`src/rtl/core/bdfc_pkg.sv`:
```
// Package with the shared types and constants of the bulk dump frame checker.
package bdfc_pkg;

	localparam int unsigned RegWidth   = 7;
	localparam int unsigned ByteWidth  = 8;
	localparam int unsigned IndexWidth = 14;
	localparam int unsigned CountWidth = 15;
	localparam int unsigned CfgAddrWidth = 2;

	localparam logic [CountWidth-1:0] CountMax = '1;

	localparam logic [RegWidth-1:0] ManufacturerIdReset = 7'h43;
	localparam logic [RegWidth-1:0] GroupHighReset      = 7'h7f;
	localparam logic [RegWidth-1:0] GroupLowReset       = 7'h1c;
	localparam logic [RegWidth-1:0] ModelIdReset        = 7'h05;

	localparam logic [CountWidth-1:0] PosManufacturer = 15'd0;
	localparam logic [CountWidth-1:0] PosGroupHigh    = 15'd2;
	localparam logic [CountWidth-1:0] PosGroupLow     = 15'd3;
	localparam logic [CountWidth-1:0] PosLengthHigh   = 15'd4;
	localparam logic [CountWidth-1:0] PosLengthLow    = 15'd5;
	localparam logic [CountWidth-1:0] PosModel        = 15'd6;
	localparam logic [CountWidth-1:0] PosAddrHigh     = 15'd7;
	localparam logic [CountWidth-1:0] PosAddrMid      = 15'd8;
	localparam logic [CountWidth-1:0] PosAddrLow      = 15'd9;
	localparam logic [CountWidth-1:0] PosPayload      = 15'd10;
	localparam logic [CountWidth-1:0] HeaderBytes     = 15'd6;

	typedef enum logic [CfgAddrWidth-1:0] {
		REG_MANUFACTURER_ID = 2'd0,
		REG_GROUP_HIGH      = 2'd1,
		REG_GROUP_LOW       = 2'd2,
		REG_MODEL_ID        = 2'd3
	} cfg_reg_t;

	typedef enum logic [1:0] {
		STATUS_OK       = 2'd0,
		STATUS_FOREIGN  = 2'd1,
		STATUS_LENGTH   = 2'd2,
		STATUS_CHECKSUM = 2'd3
	} status_t;

	typedef enum logic {
		KIND_PAYLOAD = 1'b0,
		KIND_VERDICT = 1'b1
	} kind_t;

	typedef struct packed {
		kind_t                  kind;
		logic [ByteWidth-1:0]   payload_byte;
		logic [IndexWidth-1:0]  payload_index;
		logic [ByteWidth-1:0]   addr_high;
		logic [ByteWidth-1:0]   addr_mid;
		logic [ByteWidth-1:0]   addr_low;
		status_t                status;
	} result_t;

endpackage

```
`src/rtl/core/bdfc_core.sv`:
```
// Frame state, configuration registers and the per-byte result logic.
module bdfc_core (
	input  logic                              clk,
	input  logic                              arst_n,
	input  logic                              cfg_we,
	input  logic [bdfc_pkg::CfgAddrWidth-1:0] cfg_addr,
	input  logic [bdfc_pkg::RegWidth-1:0]     cfg_wdata,
	input  logic                              in_take,
	input  logic [bdfc_pkg::ByteWidth-1:0]    in_byte,
	input  logic                              in_last,
	output logic                              res_valid,
	output bdfc_pkg::result_t                 res
);
	import bdfc_pkg::*;

	logic [RegWidth-1:0]   manufacturer_id_q, group_high_q, group_low_q, model_id_q;
	logic [CountWidth-1:0] byte_count_q;
	logic [RegWidth-1:0]   length_high_q;
	logic [IndexWidth-1:0] frame_length_q;
	logic                  header_match_q;
	logic [RegWidth-1:0]   running_sum_q;
	logic [ByteWidth-1:0]  addr_high_q, addr_mid_q, addr_low_q;

	logic                  header_match_n;
	logic [RegWidth-1:0]   length_high_n;
	logic [IndexWidth-1:0] frame_length_n;
	logic [CountWidth-1:0] end_pos;
	logic [RegWidth-1:0]   check;
	logic [CountWidth-1:0] payload_pos;

	always_ff @(posedge clk or negedge arst_n) begin
		if (!arst_n) begin
			manufacturer_id_q <= ManufacturerIdReset;
			group_high_q      <= GroupHighReset;
			group_low_q       <= GroupLowReset;
			model_id_q        <= ModelIdReset;
		end else if (cfg_we) begin
			unique case (cfg_reg_t'(cfg_addr))
				REG_MANUFACTURER_ID: manufacturer_id_q <= cfg_wdata;
				REG_GROUP_HIGH:      group_high_q      <= cfg_wdata;
				REG_GROUP_LOW:       group_low_q       <= cfg_wdata;
				REG_MODEL_ID:        model_id_q        <= cfg_wdata;
				default:             ;
			endcase
		end
	end

	always_comb begin
		header_match_n = header_match_q;
		if (byte_count_q == PosManufacturer && in_byte != {1'b0, manufacturer_id_q})
			header_match_n = 1'b0;
		if (byte_count_q == PosGroupHigh && in_byte != {1'b0, group_high_q})
			header_match_n = 1'b0;
		if (byte_count_q == PosGroupLow && in_byte != {1'b0, group_low_q})
			header_match_n = 1'b0;
		if (byte_count_q == PosModel && in_byte != {1'b0, model_id_q})
			header_match_n = 1'b0;
		length_high_n  = (byte_count_q == PosLengthHigh) ? in_byte[RegWidth-1:0]
		                                                 : length_high_q;
		frame_length_n = (byte_count_q == PosLengthLow) ?
		                 {length_high_q, in_byte[RegWidth-1:0]} : frame_length_q;
		end_pos        = {1'b0, frame_length_n} + HeaderBytes;
		check          = RegWidth'(7'd0 - running_sum_q - model_id_q);
		payload_pos    = byte_count_q - PosPayload;

		res = '0;
		res_valid = 1'b0;
		if (in_last) begin
			res_valid     = 1'b1;
			res.kind      = KIND_VERDICT;
			res.addr_high = addr_high_q;
			res.addr_mid  = addr_mid_q;
			res.addr_low  = addr_low_q;
			if (byte_count_q < HeaderBytes || !header_match_n)
				res.status = STATUS_FOREIGN;
			else if (byte_count_q != end_pos)
				res.status = STATUS_LENGTH;
			else if (in_byte != {1'b0, check})
				res.status = STATUS_CHECKSUM;
			else
				res.status = STATUS_OK;
		end else if (byte_count_q >= PosPayload && header_match_n && byte_count_q < end_pos) begin
			res_valid         = 1'b1;
			res.kind          = KIND_PAYLOAD;
			res.payload_byte  = in_byte;
			res.payload_index = payload_pos[IndexWidth-1:0];
		end
		res_valid = res_valid & in_take;
	end

	always_ff @(posedge clk or negedge arst_n) begin
		if (!arst_n) begin
			byte_count_q   <= '0;
			length_high_q  <= '0;
			frame_length_q <= '0;
			header_match_q <= 1'b1;
			running_sum_q  <= '0;
			addr_high_q    <= '0;
			addr_mid_q     <= '0;
			addr_low_q     <= '0;
		end else if (in_take) begin
			if (in_last) begin
				byte_count_q   <= '0;
				length_high_q  <= '0;
				frame_length_q <= '0;
				header_match_q <= 1'b1;
				running_sum_q  <= '0;
				addr_high_q    <= '0;
				addr_mid_q     <= '0;
				addr_low_q     <= '0;
			end else begin
				length_high_q  <= length_high_n;
				frame_length_q <= frame_length_n;
				header_match_q <= header_match_n;
				if (byte_count_q >= PosAddrHigh)
					running_sum_q <= running_sum_q + in_byte[RegWidth-1:0];
				if (byte_count_q == PosAddrHigh)
					addr_high_q <= in_byte;
				if (byte_count_q == PosAddrMid)
					addr_mid_q <= in_byte;
				if (byte_count_q == PosAddrLow)
					addr_low_q <= in_byte;
				if (byte_count_q != CountMax)
					byte_count_q <= byte_count_q + 1'b1;
			end
		end
	end

endmodule

```
`config.mk`:
```
export PLATFORM = sky130hd
export DESIGN_NAME = bdfc_core
export DESIGN_NICKNAME = d
export VERILOG_FILES = /design/src/rtl/core/bdfc_pkg.sv /design/src/rtl/core/bdfc_core.sv
export SDC_FILE = /design/constraint.sdc
export NUM_CORES = 1
export LEC_CHECK = 0
export ABC_CLOCK_PERIOD_IN_PS = 3150
export BUFFER_PORTS_ARGS = -buffer_cell sky130_fd_sc_hd__buf_2
export CORE_ASPECT_RATIO = 0.7
export CORE_MARGIN = 3
export CORE_UTILIZATION = 54
export CTS_CLUSTER_SIZE = 8
export DETAILED_ROUTE_END_ITERATION = 10
export PLACE_DENSITY = 0.77
export SYNTH_ARGS = -nofsm -noshare
export SYNTH_HDL_FRONTEND = slang
export SYNTH_SLANG_ARGS = --single-unit
```
`constraint.sdc`:
```
create_clock -name clk -period 3.15 [get_ports clk]
set_input_delay 0.1575 -clock clk [delete_from_list [all_inputs] [get_ports clk]]
set_output_delay 0.1575 -clock clk [all_outputs]
set_load 0.02 [all_outputs]
```
Word level (Yosys, flattened, before mapping)

Index checks and enable logic that the tools add are counted.

Mux-type cells: 28
Equality and inequality tests: 18
$add $sub $neg: 6
Reduce and logical (&&, ||, !) cells: 26
$lt $le $gt $ge: 4
Bitwise gates (word level): 1

Operators with widths:

| operator              | count |
|---|---|
| $eq 15x3->1 const B   | 4 |
| $mux 8                | 6 |
| $mux 22               | 2 |
| $ne 8x7->1            | 5 |
| $eq 15x2->1 const B   | 2 |
| $eq 15x4->1 const B   | 2 |
| $mux 15               | 2 |
| $mux 14               | 2 |
| $mux 7                | 4 |
| $mux 26               | 1 |
| $reduce_and 2->1      | 10 |
| $add 14x3->15 const B | 1 |
| $add 15x1->15 const B | 1 |
| $ge 15x3->1 const B   | 1 |
| $ge 15x4->1 const B   | 1 |
| $logic_not 15->1      | 1 |
| $lt 15x15->1          | 1 |
| $lt 15x3->1 const B   | 1 |
| $ne 15x15->1          | 1 |
| $ne 15x15->1 const B  | 1 |
| $sub 14x4->14 const B | 1 |
| $reduce_bool 2->1     | 6 |
| $mux 1                | 8 |
| $add 7x7->7           | 1 |
| 10 further kinds      | 18 |

Input bits: 22
Output and inout port bits: 50
Word-level logic and storage cells: 95
Flip-flop bits (word level): 96

Longest topological paths before layout

Gate-level depths: netlist of the first run.

Word-level depth: 11
Depth in mapped cells: 15
Depth with buffers taken out: 13

Least setup slack after synthesis of the first run

OpenSTA, ideal clock, no wires.

Path kind: flip-flop to output port
Start point: register byte_count_q[9]
End point: output port res[33] in the netlist's numbering
Path buffers: 2
Setup slack: -683 ps
Data required time: 2992 ps
Stages on the path, launching flop included: 15
Arrival: 3675 ps
Path through: dfrtp_1 -> buf_6 -> nor4_4 -> and4b_4 -> nand4_4 -> clkbuf_1 -> nand2_1 -> o21ai_0 -> ha_1 -> a21oi_1 -> nor2b_1 -> o21ai_0 -> nor4bb_1 -> o21ai_1 -> a2111oi_0

RTL lines:

| what                   | RTL line         | text |
|---|---|---|
| from (decl)            | bdfc_core.sv:17  | `logic [CountWidth-1:0] byte_count_q;` |
| from (signal assigned) | bdfc_core.sv:124 | `byte_count_q <= byte_count_q + 1'b1;` |
| to (decl)              | bdfc_core.sv:12  | `output bdfc_pkg::result_t res` |

==> impl_metrics.ini, run 1 <==
[sta]
final_hold_viol_count = 0
rsz0062_at_grt = yes
fmax_mhz = 275
finalSetupViolations = 25
slew-limit-headroom_pct = 30.6
final_max_slew_viol_count = 0
final.min_clock_period_ps = 3630
post-route-period-util_pct = 115
finClkSkew_ps = 9.69
setup_slack_ps = -484
worstMarginPinSlew_ps = 1040

[grt]
overflow = 0
busiest_layer = met2
grtUsageTotal_pct = 27.8
antenna_found_initial = 0
grt_first_pass_wirelength_mm = 30.7
grt_pass1_vias = 5851
grt_max_degree = 76
grt_util_met1_pct = 38.8
met2_usage_pct = 44.2
gr-usage-met3_pct = 6.20

[yosys]
synth-seq-area-share_pct = 36.1
synth_ff_type = dfrtp_1
synth_edf_count = 0
synth-compound-area-share_pct = 14.5
ys_types = 65
yosysTopAreaCell = dfrtp_1
yosysWarnings = 0
synth_cells = 682
synth_top_family_by_area = simple AND/OR/NAND/NOR gates
synth-seq-cells = 96
syn_avg_cell_area_um2 = 9.84
synthMuxAreaShare_pct = 8.48
async_flop_share_pct = 100
syn_nets = 745
synth_xor_area_share_pct = 10.8
synth_area_mm2 = 0.00671
synth_area_leaders = dfrtp_1, ha_1, dfstp_2
synth_top_area_share_pct = 29.8
yosys.area_share.simple_pct = 17.4
synth_fa_ha_area_share_pct = 7.87

[cts]
clk_latency_ps = 350
clkTransAtPathRegs_ps = 70
cts_tree = yes
clock-root-buffer = clkbuf_16
numClockSinks = 96
numCtsBuffers = 9
cts_buffer_depth = 2
h-tree-depth = 3

[placed_design]
port-buffer-count = 71
dp_hpwl_mm = 13.9
finalWeightedCongestion = 0.930
placed_cells = 934

[route]
vias = 5796
wl_per_cell_um = 19.9
dr.pass1.iters = 5
drcViolationCount = 0
final_antenna_net_count = 0
drt-total-wl_mm = 19.1
drtIter0Drc = 551
vias_per_cell = 6.02

[die]
io_pins = 72
initial_core_util_pct = 56.2
fp.dieArea_mm2 = 0.0138
fp.dieH_um = 99.3
core_area_mm2 = 0.0119
placementRows = 33
dieWidth_um = 139

[setup_path]
critPathBufInv = 4
critPathKind = reg2out
cpPeakStageDelay_ps = 420
startpoint_type = register
arrival_ps = 3480
cp.required_ps = 2990
worstSetupEndpointType = output port
cpMaxStageDelayCell = dfrtp_1
crit_chain = nor4_4 -> and4b_4 -> nand4_4 -> buf_6 -> nor3b_1 -> a31oi_1 -> ha_1 -> nand4_1 -> nor3_4 -> buf_4 -> buf_4 -> a2111oi_2 -> buf_2
cp_max_fo = 17
path_delay_family = simple AND/OR/NAND/NOR gates
cp_common_cell = buf_4

[status]
status = complete, but fails checks
violations = negative setup slack

[power]
internal-power_w = 0.00282
p_seq_share_pct = 36.6
netSwitchingFraction_pct = 35.7
total_power_w = 0.00439
leakage_nw = 3.84
p_clk_share_pct = 26.0
comb_power_share_pct = 37.4
worst_ir_drop_vdd_v = 0.000368
p_switching_w = 0.00157
power_density_mw_per_mm2 = 518

[final_layout]
drive_above_1_share_pct = 35.2
antenna_cells = 0
final_nets = 863
fin_cells = 962
area_growth_pct = 26.3

[min_path]
hold_path_class = in2reg

[run]
drv_cap = 0
-- repair_timing --
action	4_1_cts	5_1_grt
setup endpoints to repair	25	25
pin swaps	11	9
resized for setup	31	5
hold buffers	1	0
buffers inserted	8	3
endpoints found under the hold margin	35	0
-- registers in the layout (all words and copies together), names as in the netlist --
name / flops
addr_low_q: 8
addr_mid_q: 8
manufacturer_id_q: 7
addr_high_q: 8
running_sum_q: 7
header_match_q: 1
model_id_q: 7
byte_count_q: 15
frame_length_q: 14
group_low_q: 7
length_high_q: 7
group_high_q: 7
-- routing by layer --
metal	vias up	share of wire (%)	routed length [µm]
li1	2649	-	-
met1	2859	44	8350
met2	262	47	8890
met3	26	8.6	1650
met4	0	1.2	231
met5	-	0	0
-- Yosys cell counts, types with 3 or more instances --
cell,instances
dfstp_2,16
nor2_1,30
a21o_1,7
or3_1,3
nor3_1,15
a31oi_1,5
clkbuf_1,17
nor3b_1,3
o21ai_1,7
mux2i_1,4
nor2b_1,8
and2_1,25
a22oi_1,4
o31ai_1,6
nor4_1,20
buf_4,5
xnor2_1,36
buf_2,18
ha_1,39
o211a_1,3
inv_1,23
nand2_1,64
nand4_1,10
a311oi_1,3
o21ai_0,33
dfrtp_1,80
buf_6,3
a21oi_1,25
nand3_1,11
o2bb2ai_1,14
a22oi_2,10
xor2_1,47
mux2_2,30
mux2_4,12
and4_1,4
-- power groups by stage --
stage,clock [W],sequential (W),combinational (W)
2_1_floorplan,0,0.00160,0.00111
3_3_place_gp,0,0.00161,0.00147
3_5_place_dp,0,0.00162,0.00156
4_1_cts,0.00115,0.00161,0.00162
5_1_grt,0.00120,0.00163,0.00178
6_report,0.00114,0.00161,0.00164
-- kinds of logic (layout without fill, tap and decap cells) --
family,after synthesis,count (layout)
mux,47,47
compound gates,135,135
simple gates,211,211
fa+ha+maj,41,41
xor+xnor,83,83
buf+inv,69,192
flops,96,96
-- layout by cell type (no fill, tap or decap), drive strengths merged, types with 12 or more instances in the layout --
master	count
inv	26
a22oi	14
and2	25
buf	150
nor4	23
dfrtp	80
dfstp	16
ha	39
nand2	64
o2bb2ai	14
xor2	47
nand4	12
a21oi	26
o21ai	41
mux2	43
nor3	15
xnor2	36
nor2	32
-- per-stage QoR --
| stage | utilization, % | setup TNS, ps | hold WS, ps | setup WS [ps] | cell area, µm² |
|---|---|---|---|---|---|
| after floorplan | - | -1600 | -138 | -128 | 7080 |
| after global placement | 66.5 | -1690 | 354 | -108 | 7940 |
| after detailed placement | 66.5 | -3490 | 368 | -194 | 7940 |
| after CTS | 70.7 | -10420 | 90.4 | -435 | 8430 |
| after global routing | 71.0 | -14650 | 101 | -621 | 8470 |
| final | 71.0 | -10580 | 99.8 | -484 | 8470 |
-- worst paths after layout --
| kind | start | slack, ps | cells after the start | end |
|---|---|---|---|---|
| max in group asynchronous | arst_n | 1870 | 3 | byte_count_q[9] |
| min | cfg_wdata[6] | 100 | 2 | manufacturer_id_q[6] |
| max reg2reg | running_sum_q[0] | 800 | 8 | running_sum_q[6] |
| max | byte_count_q[4] | -480 | 13 | res[1] |
| min reg2reg | addr_mid_q[7] | 480 | 2 | addr_mid_q[7] |
| min in group asynchronous | arst_n | 500 | 2 | addr_mid_q[4] |
-- area by class of cell --
cell class | instances | area, µm²
Clock buffer | 10 | 229
Clock inverter | 6 | 73.8
Fill cell | 843 | 3460
Inverter | 25 | 93.8
Multi-Input combinational cell | 517 | 4380
Sequential cell | 96 | 2420
Tap cell | 157 | 196
Timing Repair Buffer | 151 | 1080
No activity file was read; power rests on OpenSTA's default activity.
==> inputs of run 2 (changes only) <==
Settings changed: CORE_MARGIN 3 to 4, PLACE_DENSITY 0.77 to 0.81, REMOVE_ABC_BUFFERS set to 1.
==> run 2 against run 1 <==
  * The run still ends with negative setup slack left
  * Power is 1.5% lower
  * Non-clock buffer count decreased by 18
  * Critical path depth grew 2
  * Utilization fell by 2.5 points
  * Fmax is 1.2% lower
  * Clock-buffer cell count is 1 lower
  * First-iteration DRC count is 1.6% lower
  * Via count increased by 0.74%
  * Hold slack better by 2.1 ps
  * Critical path type unchanged
  * Largest cell class unchanged
==> impl_metrics.ini, run 2 (synthesis gave the netlist of run 1 again) <==
[final_layout]
regMostFlops = byte_count_q
area_growth_pct = 21.9
fin_area_mm2 = 0.00818
drive_above_1_share_pct = 33.3
layout_commonest_cell = dfrtp_1
largest_reg_flops = 15
final_nets = 845
top_regs = byte_count_q x15, frame_length_q x14
multi_input_area_mm2 = 0.00425
fillers = 870
fin_cells = 944
layout_common_cells = dfrtp_1, buf_4, nand2_1, buf_2, xor2_1
antenna_cells = 0
regArea_mm2 = 0.00242

[setup_path]
cpPeakStageDelay_ps = 420
startpoint_type = register
cp_max_fo = 4
startpoint = byte_count_q[11]
worst_r2r_path_depth = 7
reg2reg_from = byte_count_q[7]
cp_common_cell = buf_4
arrival_ps = 3520
cp.required_ps = 2990
crit_chain = nor4_4 -> and4b_4 -> nand4_4 -> buf_4 -> nand2_1 -> o21ai_1 -> ha_1 -> a21oi_1 -> nor2b_1 -> o21ai_1 -> nor4bb_4 -> o21ai_2 -> buf_4 -> a2111oi_2 -> buf_4
critPathKind = reg2out
worstSetupEndpointType = output port
cpMaxStageDelayCell = dfrtp_1

[sta]
slew-limit-headroom_pct = 18.9
post-route-period-util_pct = 117
rsz0062_at_grt = yes
fmax_mhz = 272
worstMarginPinSlew_ps = 1220
hold_slack_ps = 102
final.min_clock_period_ps = 3680
setup_slack_ps = -529
final_hold_viol_count = 0
final_max_slew_viol_count = 0
finClkSkew_ps = 8.75
finalSetupViolations = 25
tns_ps = -12340

[route]
final_antenna_net_count = 0
vias_per_cell = 6.19
drcViolationCount = 0
wl_per_cell_um = 20.4
dr.pass1.iters = 5
drtIter0Drc = 542
drt-total-wl_mm = 19.3
vias = 5839

[grt]
antenna_found_initial = 0
grt_first_pass_wirelength_mm = 30.4
overflow = 0
grt_pass1_vias = 5896
grt_max_degree = 54
grtUsageTotal_pct = 26.6

[placed_design]
dp_hpwl_mm = 13.4
placed_cell_area_mm2 = 0.00749
port-buffer-count = 71
finalWeightedCongestion = 0.913
pre_cts_ws_ps = -217
placed_cells = 924

[power]
worst_ir_drop_vdd_v = 0.000327
power_density_mw_per_mm2 = 529
leakage_nw = 3.72

[die]
placementRows = 33
io_pins = 72
dieWidth_um = 141
fp.dieArea_mm2 = 0.0143
core_area_mm2 = 0.0119
fp.dieH_um = 101
initial_core_util_pct = 56.2

[cts]
clk_latency_ps = 350
cts_tree = yes
clock-root-buffer = clkbuf_16
h-tree-depth = 3
cts_buffer_depth = 2
numClockSinks = 96
numCtsBuffers = 9
clkTransAtPathRegs_ps = 80

[status]
status = complete, but fails checks
violations = negative setup slack

[min_path]
hold_path_class = in2reg
hold_path_depth = 2
min_from = cfg_wdata[6]

[run]
drv_cap = 0
==> run 2: cell types whose count changed in the layout (fill, tap and decap cells not counted), sizes merged <==
cell	change
clkinv	+2
clkbuf	-1
bufinv	-1
buf	-18
inv	+1
clkinvlp	-1
==> run 2: worst paths after layout <==
path                                     to  slack, ps
setup / recovery                    res[33]       -530
hold / removal                model_id_q[6]        100
setup reg to reg           running_sum_q[6]        690
hold reg to reg               addr_low_q[3]        490
max in group asynchronous  length_high_q[0]       2090
min in group asynchronous  byte_count_q[13]        370
==> run 2: report_power, final <==
group | total [W] | switching [W] | internal [W]
Sequential | 0.00163 | 0.000181 | 0.00145
Clock | 0.00111 | 0.000546 | 0.000561
Combinational | 0.00159 | 0.000864 | 0.000724
==> run 2: critical path: cells and delay by family (launching register included) <==
| family | cells | cell delay [ps] |
|---|---|---|
| flip-flops | 1 | 420 |
| buffers and inverters | 3 | 570 |
| AND/OR/NAND/NOR | 6 | 1140 |
| AO/OA/AOI/OAI | 5 | 740 |
| adder cells (fa/ha/maj) | 1 | 300 |
==> run 2: what timing repair did <==
action	4_1_cts	5_1_grt
hold endpoints to repair	30	0
setup buffers	2	1
pin swaps	7	8
hold buffers	1	0
endpoints found under the setup margin	25	25
cloned	0	0
resized for setup	20	56
==> run 2: final cells by class <==
class / count / share of cell area, %
Multi-Input combinational cell: 517 / 51.9
Sequential cell: 96 / 29.6
Timing Repair Buffer: 133 / 11.3
Clock buffer: 9 / 2.75
Tap cell: 157 / 2.40
Inverter: 25 / 1.15
Clock inverter: 7 / 0.857
==> run 2: metal layers <==
| metal | vias up | wire length [µm] | global-route usage, % |
|---|---|---|---|
| li1 | 2626 | - | - |
| met1 | 2890 | 8210 | 36.3 |
| met2 | 286 | 9020 | 43.2 |
| met3 | 37 | 1640 | 5.99 |
| met4 | 0 | 385 | 7.30 |
| met5 | - | 0 | 0 |
==> run 2: per-stage QoR <==
| stage | total power [W] | util, % |
|---|---|---|
| CTS | 0.00422 | 66.2 |
| global route | 0.00455 | 68.5 |
| detailed placement | 0.00307 | 62.7 |
| floorplan | 0.00260 | - |
| global placement | 0.00299 | 62.7 |
| finish | 0.00433 | 68.5 |
==> inputs of run 3 (changes only) <==
Settings changed: ABC_AREA set to 1.
==> run 3 against run 2 <==
  * Largest cell class unchanged
  * Cell count up 31%
  * The flow still finishes with violations (negative setup slack)
  * Fmax is 7.6% lower
  * Via count increased by 20%
  * Clock-buffer cell count is 1 higher
  * Critical path depth up 8
  * Wire length is 9.1% higher
  * Clock power is essentially flat
  * First-iteration DRC count increased by 42%
  * Sequential cell count stayed put
==> impl_metrics.ini, run 3 <==
[status]
status = complete, but fails checks
violations = negative setup slack

[yosys]
synth_top_area_share_pct = 29.3
synth_area_mm2 = 0.00683
synth-seq-cells = 96
yosysTopAreaCell = dfrtp_1
async_flop_share_pct = 100
yosysWarnings = 0
synth_ff_type = dfrtp_1
yosys-top-cells-count = nand2_1, inv_1, o21ai_0
synth-seq-area-share_pct = 35.5
synth_cells = 937
synth_most_common_cell = nand2_1
ys_types = 46
syn_avg_cell_area_um2 = 7.29
synth_area_leaders = dfrtp_1, nand2_1, ha_1
synth_edf_count = 0

[final_layout]
utilization_pct = 70.6
layout_common_cells = nand2_1, inv_1, o21ai_0, dfrtp_1, buf_4
antenna_cells = 0
regMostFlops = byte_count_q
drive_above_1_share_pct = 27.9
largest_reg_flops = 15
fillers = 883
final_nets = 1129
top_regs = byte_count_q x15, frame_length_q x14
area_growth_pct = 28.0
layout_commonest_cell = nand2_1
fin_cells = 1233

[power]
power_density_mw_per_mm2 = 445
leakage_nw = 4.60
worst_ir_drop_vdd_v = 0.000375

[setup_path]
worstSetupEndpointType = output port
cp_max_fo = 8
crit_chain = nor2_2 -> nand2_2 -> nor2_4 -> buf_6 -> nand2_8 -> o21ai_4 -> nand2_4 -> nor2_4 -> buf_12 -> nand2_2 -> nand2_2 -> nand2_4 -> ha_4 -> a21o_1 -> nor2_2 -> nand2_1 -> nand2_1 -> nand2_2 -> a21oi_4 -> nand4_4 -> clkbuf_16 -> nor2_2 -> buf_4
critPathKind = reg2out
arrival_ps = 3820
cpMaxStageDelayCell = dfrtp_1
cp_common_cell = nand2_2
startpoint_type = register
cp.required_ps = 2990
cpPeakStageDelay_ps = 390

[grt]
grt_max_degree = 61
grt_pass1_vias = 6631
grtUsageTotal_pct = 27.8
grt_first_pass_wirelength_mm = 32.2
overflow = 0
antenna_found_initial = 0

[run]
drv_cap = 0

[die]
fp.dieArea_mm2 = 0.0145
io_pins = 72
fp.dieH_um = 102
initial_core_util_pct = 55.2
placementRows = 34
core_area_mm2 = 0.0124
dieWidth_um = 142

[cts]
numClockSinks = 96
numCtsBuffers = 9
clock-root-buffer = clkbuf_16
cts_tree = yes
clk_latency_ps = 350
h-tree-depth = 3
clkTransAtPathRegs_ps = 70
cts_buffer_depth = 2

[sta]
fmax_mhz = 251
finalSetupViolations = 25
final.min_clock_period_ps = 3980
setup_slack_ps = -830
finClkSkew_ps = 11.1
hold_slack_ps = 98.4
final_max_slew_viol_count = 0
post-route-period-util_pct = 126
rsz0062_at_grt = yes
slew-limit-headroom_pct = 35.5
tns_ps = -18340
worstMarginPinSlew_ps = 961
final_hold_viol_count = 0

[route]
drcViolationCount = 0
drtIter0Drc = 772
drt-total-wl_mm = 21.0
vias = 6988
vias_per_cell = 5.67
final_antenna_net_count = 0
wl_per_cell_um = 17.0
dr.pass1.iters = 6

[placed_design]
pre_cts_ws_ps = -270
port-buffer-count = 71
finalWeightedCongestion = 0.987
dp_hpwl_mm = 13.8
placed_cells = 1199

[min_path]
hold_path_class = in2reg
run 3: area by class of cell:
type                            count  area [µm²]  area share (%)
Inverter                          121         464            5.31
Tap cell                          162         203            2.32
Clock buffer                       10         229            2.62
Sequential cell                    96        2420            27.7
Timing Repair Buffer              153        1190            13.6
Clock inverter                      6        52.6           0.601
Multi-Input combinational cell    685        4180            47.8
run 3: routing by layer:
layer / GRT usage (%) / wire, µm / up-vias
li1: - / - / 3259
met5: 0 / 0 / -
met2: 45.6 / 9530 / 429
met1: 36.9 / 8790 / 3218
met3: 5.89 / 1900 / 82
met4: 9.79 / 782 / 0
run 3: report_power, final:
part / total [W] / internal, W / leakage [nW] / switching [W]
combinational: 0.00129 / 0.000518 / 3.23 / 0.000775
clock: 0.00108 / 0.000551 / 0.137 / 0.000527
sequential: 0.00152 / 0.00140 / 1.23 / 0.000112
total: 0.00389 / 0.00247 / 4.60 / 0.00141
run 3: per-stage QoR:
stage / power [W] / area [µm²]
after floorplan: 0.00240 / 6630
after global placement: 0.00269 / 7690
after detailed placement: 0.00274 / 7690
after CTS: 0.00384 / 8390
after global routing: 0.00413 / 8740
final: 0.00389 / 8740
run 3: worst paths after layout:
kind,start,endpoint,slack (ps),cells past startpoint
worst max-delay path,byte_count_q[6],res[32],-830,23
max in group asynchronous,arst_n,header_match_q,1870,3
worst max register to register,byte_count_q[1],byte_count_q[4],420,10
min in group asynchronous,arst_n,addr_low_q[5],430,2
worst min register to register,addr_mid_q[2],addr_mid_q[2],490,2
worst min-delay path,cfg_wdata[0],model_id_q[0],100,3
run 3: critical path, delay by kind of cell, from the launching register on:
kind	cells	cell delay, ps
buffers and inverters	4	680
adders and majority gates	1	220
DFF	1	390
AOI/OAI and AO/OA	3	640
and+or+nand+nor	15	1530
run 3: repair_timing:
item / 4_1_cts / 5_1_grt
pin swaps: 11 / 22
setup endpoints to repair: 25 / 25
gates cloned: 2 / 1
gates resized for setup: 67 / 84
hold endpoints to repair: 43 / 0
buffers inserted: 12 / 6
hold buffers: 1 / 0
run 3: cell families after synthesis:
kind of cell    Yosys count  synth area share (%)
compound gates          137                  10.8
xor+xnor                 42                  5.59
fa+ha+maj                41                  7.73
buf+inv                 157                  9.76
flops                    96                  35.5
simple gates            464                  30.6
